### src/sv/ecpc_pkg.sv
// Shared types, constants and palette tables of the escape count colormap.
package ecpc_pkg;

    // Default number of fractional bits kept from the square root.
    localparam int FRACTION_BITS = 8;

    // Integer part of the scaled root is always below 640, so it fits ten bits.
    localparam int INT_W     = 10;
    // Conditional subtract steps of size << k, for k from MOD_STEPS-1 down to 0.
    localparam int MOD_STEPS = 7;
    localparam int IDX_W     = 4;
    localparam int SIZE_W    = 5;

    // Palette selector codes.
    localparam logic [1:0] SEL_SIXTEEN = 2'd0;
    localparam logic [1:0] SEL_TEN     = 2'd1;
    localparam logic [1:0] SEL_TWELVE  = 2'd2;

    typedef struct packed {
        logic [7:0] blue;
        logic [7:0] green;
        logic [7:0] red;
    } rgb_t;

    localparam rgb_t PAL_A [16] = '{
        '{8'd15,  8'd30,  8'd66},  '{8'd26,  8'd7,   8'd25},
        '{8'd47,  8'd1,   8'd9},   '{8'd73,  8'd4,   8'd4},
        '{8'd100, 8'd7,   8'd0},   '{8'd138, 8'd44,  8'd12},
        '{8'd177, 8'd82,  8'd24},  '{8'd209, 8'd125, 8'd57},
        '{8'd229, 8'd181, 8'd134}, '{8'd248, 8'd236, 8'd211},
        '{8'd191, 8'd233, 8'd241}, '{8'd95,  8'd201, 8'd248},
        '{8'd0,   8'd170, 8'd255}, '{8'd0,   8'd128, 8'd204},
        '{8'd0,   8'd87,  8'd153}, '{8'd3,   8'd52,  8'd106}
    };

    localparam rgb_t PAL_B [10] = '{
        '{8'd60,  8'd0,   8'd20},  '{8'd130, 8'd10,  8'd60},
        '{8'd200, 8'd60,  8'd30},  '{8'd220, 8'd150, 8'd0},
        '{8'd160, 8'd220, 8'd20},  '{8'd80,  8'd240, 8'd100},
        '{8'd40,  8'd220, 8'd220}, '{8'd30,  8'd140, 8'd255},
        '{8'd80,  8'd50,  8'd230}, '{8'd140, 8'd20,  8'd140}
    };

    localparam rgb_t PAL_C [12] = '{
        '{8'd0,   8'd0,   8'd5},   '{8'd0,   8'd2,   8'd40},
        '{8'd0,   8'd10,  8'd90},  '{8'd0,   8'd25,  8'd150},
        '{8'd5,   8'd50,  8'd200}, '{8'd10,  8'd90,  8'd235},
        '{8'd15,  8'd140, 8'd255}, '{8'd40,  8'd190, 8'd255},
        '{8'd90,  8'd220, 8'd255}, '{8'd160, 8'd240, 8'd255},
        '{8'd220, 8'd250, 8'd255}, '{8'd255, 8'd255, 8'd255}
    };

    // Number of entries of the selected palette; the unused code means twelve.
    function automatic logic [SIZE_W-1:0] pal_size(input logic [1:0] sel);
        logic [SIZE_W-1:0] size;
        unique case (sel)
            SEL_SIXTEEN: size = 5'd16;
            SEL_TEN:     size = 5'd10;
            default:     size = 5'd12;
        endcase
        return size;
    endfunction

    // Entry of the selected palette; indexes past its end read as black.
    function automatic rgb_t pal_entry(input logic [1:0] sel, input logic [IDX_W-1:0] idx);
        rgb_t color;
        color = '0;
        unique case (sel)
            SEL_SIXTEEN: color = PAL_A[idx];
            SEL_TEN:     if (idx < 4'd10) color = PAL_B[idx];
            default:     if (idx < 4'd12) color = PAL_C[idx];
        endcase
        return color;
    endfunction

endpackage

### src/sv/ecpc_sqrt_cell.sv
// One digit cell of the pipelined integer square root chain.
module ecpc_sqrt_cell #(
    parameter int XW = 32,
    parameter int RW = 16
) (
    input  logic          aclk,
    input  logic          aresetn,
    input  logic          enable,
    input  logic          in_valid,
    input  logic [XW-1:0] in_x,
    input  logic [RW+1:0] in_rem,
    input  logic [RW-1:0] in_root,
    output logic          out_valid,
    output logic [XW-1:0] out_x,
    output logic [RW+1:0] out_rem,
    output logic [RW-1:0] out_root
);

    localparam int RMW = RW + 2;

    logic          valid_reg;
    logic [XW-1:0] x_reg, x_next;
    logic [RMW-1:0] rem_reg, rem_next;
    logic [RW-1:0] root_reg, root_next;
    logic [RMW-1:0] rem_cat;
    logic [RMW-1:0] trial;
    logic [RMW:0]   diff;

    // Bring down the next two radicand bits and try the next root bit.
    always_comb begin
        rem_cat = {in_rem[RMW-3:0], in_x[XW-1:XW-2]};
        trial   = {in_root, 2'b01};
        diff    = {1'b0, rem_cat} - {1'b0, trial};
        x_next  = {in_x[XW-3:0], 2'b00};
        if (!diff[RMW]) begin
            rem_next  = diff[RMW-1:0];
            root_next = {in_root[RW-2:0], 1'b1};
        end else begin
            rem_next  = rem_cat;
            root_next = {in_root[RW-2:0], 1'b0};
        end
    end

    // The cell's word moves on whenever the chain advances.
    always_ff @(posedge aclk) begin
        if (!aresetn) begin
            valid_reg <= 1'b0;
        end else if (enable) begin
            valid_reg <= in_valid;
        end
        if (enable) begin
            x_reg    <= x_next;
            rem_reg  <= rem_next;
            root_reg <= root_next;
        end
    end

    assign out_valid = valid_reg;
    assign out_x     = x_reg;
    assign out_rem   = rem_reg;
    assign out_root  = root_reg;

endmodule

### src/sv/ecpc_lerp.sv
// Interpolation of one color channel between two palette entries.
module ecpc_lerp #(
    parameter int F = 8
) (
    input  logic [7:0]   a,
    input  logic [7:0]   b,
    input  logic [F-1:0] frac,
    input  logic         last,
    output logic [7:0]   value
);

    logic         up;
    logic [7:0]   mag;
    logic [F+7:0] prod;
    logic [7:0]   step;
    logic [8:0]   sum;

    // The step is truncated toward zero, so work on the magnitude.
    always_comb begin
        up    = (b >= a);
        mag   = up ? (b - a) : (a - b);
        prod  = {{F{1'b0}}, mag} * {8'd0, frac};
        step  = prod[F+7:F];
        sum   = {1'b0, a} + {1'b0, step};
        if (last) begin
            value = a;
        end else if (up) begin
            value = sum[8] ? 8'd255 : sum[7:0];
        end else begin
            value = (a < step) ? 8'd0 : (a - step);
        end
    end

endmodule

### src/sv/escape_count_palette_colormap_unit.sv
// Top level: maps a Q16.16 escape count to an interpolated palette color.
// A word passes from input to output through one square root cell per root bit,
// then the palette reduction register and the interpolation into the output
// register. One word is accepted every cycle; the chain stalls only while the
// output word waits to be taken.
// Reset clears all valid flags and sets palette_select to the sixteen-entry palette.
module escape_count_palette_colormap_unit #(
    parameter int FRACTION_BITS = ecpc_pkg::FRACTION_BITS
) (
    input  logic        aclk,
    input  logic        aresetn,
    input  logic        cfg_we,
    input  logic [1:0]  cfg_wdata,      // palette_select
    input  logic        s_tvalid,
    output logic        s_tready,
    input  logic [31:0] s_tdata,        // iteration_count
    output logic        m_tvalid,
    input  logic        m_tready,
    output logic [23:0] m_tdata         // blue [23:16], green [15:8], red [7:0]
);

    localparam int F   = FRACTION_BITS;
    localparam int SH  = 2 * F - 16;
    localparam int XW  = 16 + 2 * F;
    localparam int RW  = XW / 2;
    localparam int TW  = RW + 2;
    localparam int IW  = ecpc_pkg::INT_W;
    localparam int SW  = ecpc_pkg::SIZE_W;
    localparam int IXW = ecpc_pkg::IDX_W;

    logic advance;

    logic [1:0] sel_reg;

    logic          valid_s [RW+1];
    logic [XW-1:0] x_s     [RW+1];
    logic [RW+1:0] rem_s   [RW+1];
    logic [RW-1:0] root_s  [RW+1];

    logic [RW+2:0]  t5;
    logic [TW-1:0]  t;
    logic [SW-1:0]  size;
    logic [IW:0]    int_mod;
    logic           mod_valid_reg;
    logic [IXW-1:0] idx_reg, idx_next;
    logic [F-1:0]   frac_reg;

    ecpc_pkg::rgb_t lo_color, hi_color, mix_color;
    logic           last;
    logic           out_valid_reg;
    ecpc_pkg::rgb_t rgb_reg;

    // The whole pipeline moves unless a finished word is held at the output.
    assign advance  = !out_valid_reg || m_tready;
    assign s_tready = advance;

    // Palette selection register.
    always_ff @(posedge aclk) begin
        if (!aresetn) begin
            sel_reg <= ecpc_pkg::SEL_SIXTEEN;
        end else if (cfg_we) begin
            sel_reg <= cfg_wdata;
        end
    end

    // Align the Q16.16 count so its root carries F fractional bits.
    generate
        if (SH > 0) begin : g_shift_left
            assign x_s[0] = {s_tdata, {SH{1'b0}}};
        end else if (SH == 0) begin : g_no_shift
            assign x_s[0] = s_tdata;
        end else begin : g_shift_right
            assign x_s[0] = s_tdata[31:-SH];
        end
    endgenerate

    assign valid_s[0] = s_tvalid;
    assign rem_s[0]   = '0;
    assign root_s[0]  = '0;

    // Square root chain, one cell per result bit.
    generate
        for (genvar i = 0; i < RW; i++) begin : g_cell
            ecpc_sqrt_cell #(
                .XW(XW),
                .RW(RW)
            ) u_cell (
                .aclk     (aclk),
                .aresetn  (aresetn),
                .enable   (advance),
                .in_valid (valid_s[i]),
                .in_x     (x_s[i]),
                .in_rem   (rem_s[i]),
                .in_root  (root_s[i]),
                .out_valid(valid_s[i+1]),
                .out_x    (x_s[i+1]),
                .out_rem  (rem_s[i+1]),
                .out_root (root_s[i+1])
            );
        end
    endgenerate

    // Scale by 2.5 and reduce the integer part modulo the palette size.
    always_comb begin
        t5      = {1'b0, root_s[RW], 2'b00} + {3'b000, root_s[RW]};
        t       = t5[RW+2:1];
        size    = ecpc_pkg::pal_size(sel_reg);
        int_mod = {1'b0, t[TW-1:F]};
        for (int k = ecpc_pkg::MOD_STEPS - 1; k >= 0; k--) begin
            if (int_mod >= ((IW+1)'(size) << k)) begin
                int_mod = int_mod - ((IW+1)'(size) << k);
            end
        end
        idx_next = int_mod[IXW-1:0];
    end

    always_ff @(posedge aclk) begin
        if (!aresetn) begin
            mod_valid_reg <= 1'b0;
        end else if (advance) begin
            mod_valid_reg <= valid_s[RW];
        end
        if (advance) begin
            idx_reg  <= idx_next;
            frac_reg <= t[F-1:0];
        end
    end

    // Palette lookup and per-channel interpolation.
    always_comb begin
        lo_color = ecpc_pkg::pal_entry(sel_reg, idx_reg);
        hi_color = ecpc_pkg::pal_entry(sel_reg, idx_reg + 4'd1);
        last     = (idx_reg == IXW'(size - 5'd1));
    end

    ecpc_lerp #(.F(F)) u_lerp_red (
        .a    (lo_color.red),
        .b    (hi_color.red),
        .frac (frac_reg),
        .last (last),
        .value(mix_color.red)
    );

    ecpc_lerp #(.F(F)) u_lerp_green (
        .a    (lo_color.green),
        .b    (hi_color.green),
        .frac (frac_reg),
        .last (last),
        .value(mix_color.green)
    );

    ecpc_lerp #(.F(F)) u_lerp_blue (
        .a    (lo_color.blue),
        .b    (hi_color.blue),
        .frac (frac_reg),
        .last (last),
        .value(mix_color.blue)
    );

    // Output register.
    always_ff @(posedge aclk) begin
        if (!aresetn) begin
            out_valid_reg <= 1'b0;
        end else if (advance) begin
            out_valid_reg <= mod_valid_reg;
        end
        if (advance) begin
            rgb_reg <= mix_color;
        end
    end

    assign m_tvalid = out_valid_reg;
    assign m_tdata  = rgb_reg;

endmodule
### config.mk
export PLATFORM = sky130hd
export DESIGN_NAME = escape_count_palette_colormap_unit
export DESIGN_NICKNAME = d
export VERILOG_FILES = /design/src/sv/ecpc_pkg.sv /design/src/sv/ecpc_sqrt_cell.sv /design/src/sv/ecpc_lerp.sv /design/src/sv/escape_count_palette_colormap_unit.sv
export SDC_FILE = /design/constraint.sdc
export NUM_CORES = 2
export LEC_CHECK = 0
export BUFFER_PORTS_ARGS = -buffer_cell sky130_fd_sc_hd__buf_2
export CAP_MARGIN = 10
export CORE_MARGIN = 2
export CORE_UTILIZATION = 55
export CTS_BUF_LIST = sky130_fd_sc_hd__clkbuf_2
export CTS_CLUSTER_DIAMETER = 60
export CTS_CLUSTER_SIZE = 28
export DETAILED_ROUTE_END_ITERATION = 7
export PLACE_DENSITY = 0.71
export SYNTH_ARGS = -nofsm -noshare
export SYNTH_HDL_FRONTEND = slang
export SYNTH_SLANG_ARGS = --single-unit
### constraint.sdc
create_clock -name aclk -period 31 [get_ports aclk]
set_input_delay 3.1 -clock aclk [delete_from_list [all_inputs] [get_ports aclk]]
set_output_delay 3.1 -clock aclk [all_outputs]
set_load 0.05 [all_outputs]
==> reports/results.md <==
• adder cells — dominant combinational cell family by area after synthesis
• 3 — number of antenna violations at the first check in global routing
• 11.6% — simple-gate share of the synthesized area
• 20.8% — gr usage total
• complete, no violations — run status
• 0 — post-cts hold buffer count
• 64 — count of buffers from port buffering
• 4582 — Post-Syn Nets
• 1310 ps — clock latency reported for the late side of the worst-skew pair
• 0 — Post-CTS Setup Inserts
• yes — CTS tree
• 0.0762 mm² — core area
• 282 µm — die boundary width
• 0.979% — share of synthesized area spent on multiplexers
• reg2reg — critical path type
• 0 — grt ovf
• 282 µm — Die Span Y
• 39.4 mm — routed length on met2
• 6 — Pre-antenna DRT Iters
• 410 ps — register clock-pin slew on the reported worst setup and hold paths
• 4031 — Syn Inst Count
• 656 — flip-flop and latch count after synthesis
• 55.8% — starting density of the core
• 199 ps — setup skew after layout
• 174 — pin count of the biggest net entering global routing
• 17.3% — adder-cell share of the synthesized area
• 31920 ps — required arrival time at the worst endpoint
• 3 — number of buffers between clock root and the deepest sink
• 0.0425 mm² — summed instance area of the synthesized netlist
• 1120 ps — Slew @ Worst Pin
• 0 — Gates resized, CTS repair
• 0 — number of failing setup endpoints in the final timing report
• 656 — Clock Sink Count
• 0 — final count of hold timing violations
• 16060 ps — final critical-path required period
• 5.25% — area overhead of the layout relative to synthesis
• 135 mm — global-route wire length before repair
• 5.57 — average vias per placed instance
• 62.3 MHz — highest achievable clock rate
• reg2reg — type of the most critical hold path
• 0 — synthesis warning total
• 16990 ps — endpoint arrival time on the critical path
• flip-flop — Crit. End Element
• 14.2% — fraction of the mapped netlist area in compound gates
• 35.8 mm — detailed-route wire length on metal 1
• 84 — Cell variety after synth
• 0 ps — Sum Neg Setup Slack
• 11 — Worst Path Max Fanout
• 10.6 µm² — Avg Cell Area, Syn
• 510 ps — biggest cell delay along the critical path
• edfxtp_1 — dominant synthesized flop cell
• 0 — Max Transition Viols Final
• 4605 — layout net count
• 65 — ports placed on the boundary
• 101 — # rows
• 4.86% — XOR/XNOR Fraction of Synth Area
• 6441 — number of fillers in the final layout
• 0.0796 mm² — Die Area
• 0% — Post-synth ARST share
• 59.8 mm — Final HPWL DP
• 0.938 — Routability Congestion
• 51.8% — share of the clock period used by the worst path after layout
• o21ai_0 — most common cell type on the critical path
• 16.1 µm — average detailed-routed wire length per instance
• 28600 — number of vias after detailed routing
• o21ai_0 — master of the slowest instance on the critical path
• 636 — number of enable-type register cells in the synthesized netlist
• 240 — flip-flop count of the largest register, all copies and words added
• 6.11% — fraction of layout instances using a drive strength above 1
• 0 — final antenna-violating net count
• 0 — detailed-route DRC error count
• 2 — H-Tree Depth
• 45.8% — sequential share of the synthesized area
• false — setup repair after global routing missed its margin
• 27800 — via count of the first global-routing pass
• 82.4 mm — total wirelength of the detailed-routed design
• 0 — max cap viols
• 1909 — Detailed Route Iter0 Violations
• met4 — top routing layer in use
• clkbuf_2 — clock root buffer
• flip-flop — Setup crit start kind
• 25.6% — relative slew slack
• 5.29 mm — DR WL met3
• 49 — clock buffer count from CTS
-- layout by cell type (no fill, tap or decap), types with 26 or more instances in the layout --
master	count
a21o_1	162
a21oi_1	273
and2_1	73
buf_2	64
buf_4	42
clkbuf_2	52
edfxtp_1	636
fa_1	125
ha_1	387
inv_1	437
mux2i_1	27
nand2_1	357
nand2b_1	72
nand3_1	40
nor2_1	286
nor2b_1	56
nor3_1	87
o211ai_1	26
o21a_1	46
o21ai_0	192
o21bai_1	28
xnor2_1	157
xor2_1	77
-- kinds of logic after synthesis --
group,after synthesis
adder cells (fa/ha/maj),512
XOR/XNOR,236
multiplexers,39
other,1
AO/OA/AOI/OAI,938
AND/OR/NAND/NOR,1066
buffers and inverters,583
flip-flops,656
-- worst max-delay path: cells and delay by family, from the launching register on --
kind,cells,cell delay [ps]
AND/OR/NAND/NOR,20,3160
AO/OA/AOI/OAI,27,7380
adder cells (fa/ha/maj),10,3070
multiplexers,3,1140
XOR/XNOR,1,140
flip-flops,1,480
buffers and inverters,5,490
-- layer usage --
metal	track usage, %	vias to the layer above
li1	-	14200
met1	26.7	13600
met2	35.7	670
met3	4.43	115
met4	5.47	0
met5	0	-
-- cell usage after synthesis (12+ instances only) --
cell	count	area [µm²]
a31oi_1	12	75.1
dfxtp_1	20	400
xnor2_1	159	1390
nand3_1	40	200
nand2_1	357	1340
ha_1	387	4840
or2_2	23	144
and2_1	73	457
fa_1	125	2500
mux2i_1	27	270
xor2_1	77	674
o22ai_1	12	75.1
edfxtp_1	636	19100
o21bai_1	29	218
o21ai_0	192	961
nor2_1	286	1070
nor4_1	12	75.1
nor2b_1	56	350
o311ai_0	19	166
nor3_1	87	435
a21o_1	162	1220
a22oi_1	23	173
inv_1	437	1640
clkbuf_1	116	435
a21boi_0	23	173
o21a_1	46	345
and3_1	16	100
a211oi_1	17	128
nand2b_1	72	450
o211ai_1	26	195
a21oi_1	273	1370
-- path summary, 6_finish.rpt --
path | slack (ps) | endpoint | cells past startpoint | from
setup / recovery | 14940 | idx_reg[2] | 66 | g_cell[15].u_cell.out_root[2]
hold / removal | 350 | g_cell[1].u_cell.out_x[25] | 0 | g_cell[0].u_cell.out_x[23]
setup reg to reg | 14940 | idx_reg[2] | 66 | g_cell[15].u_cell.out_root[2]
hold reg to reg | 350 | g_cell[1].u_cell.out_x[25] | 0 | g_cell[0].u_cell.out_x[23]
-- area by class of cell --
| class | count | area (µm²) | share of cell area (%) |
|---|---|---|---|
| flip-flops and latches | 656 | 19500 | 43.5 |
| multi-input cells | 2792 | 20900 | 46.6 |
| diodes | 5 | 12.5 | 0.0279 |
| well taps | 1030 | 1290 | 2.88 |
| clock inverters | 37 | 515 | 1.15 |
| clock buffers | 52 | 260 | 0.581 |
| inverters | 448 | 1690 | 3.77 |
| repair buffers | 107 | 656 | 1.46 |
-- stage by stage --
stage | instance area [µm²] | instances | setup WS [ps] | util, % | hold WS, ps
final | 44800 | 5127 | 14940 | 58.8 | 354
after global routing | 44800 | 5124 | 13630 | 58.8 | 338
after CTS | 44800 | 5122 | 14970 | 58.8 | 339
after detailed placement | 44000 | 5033 | 15110 | 57.7 | 405
after global placement | 44000 | 5033 | 15360 | 57.7 | 400
after floorplan | 42500 | 4031 | 6760 | - | 400
Power is not shown: default switching activity piles up to over one toggle a cycle in this logic, so the estimate is an artifact.
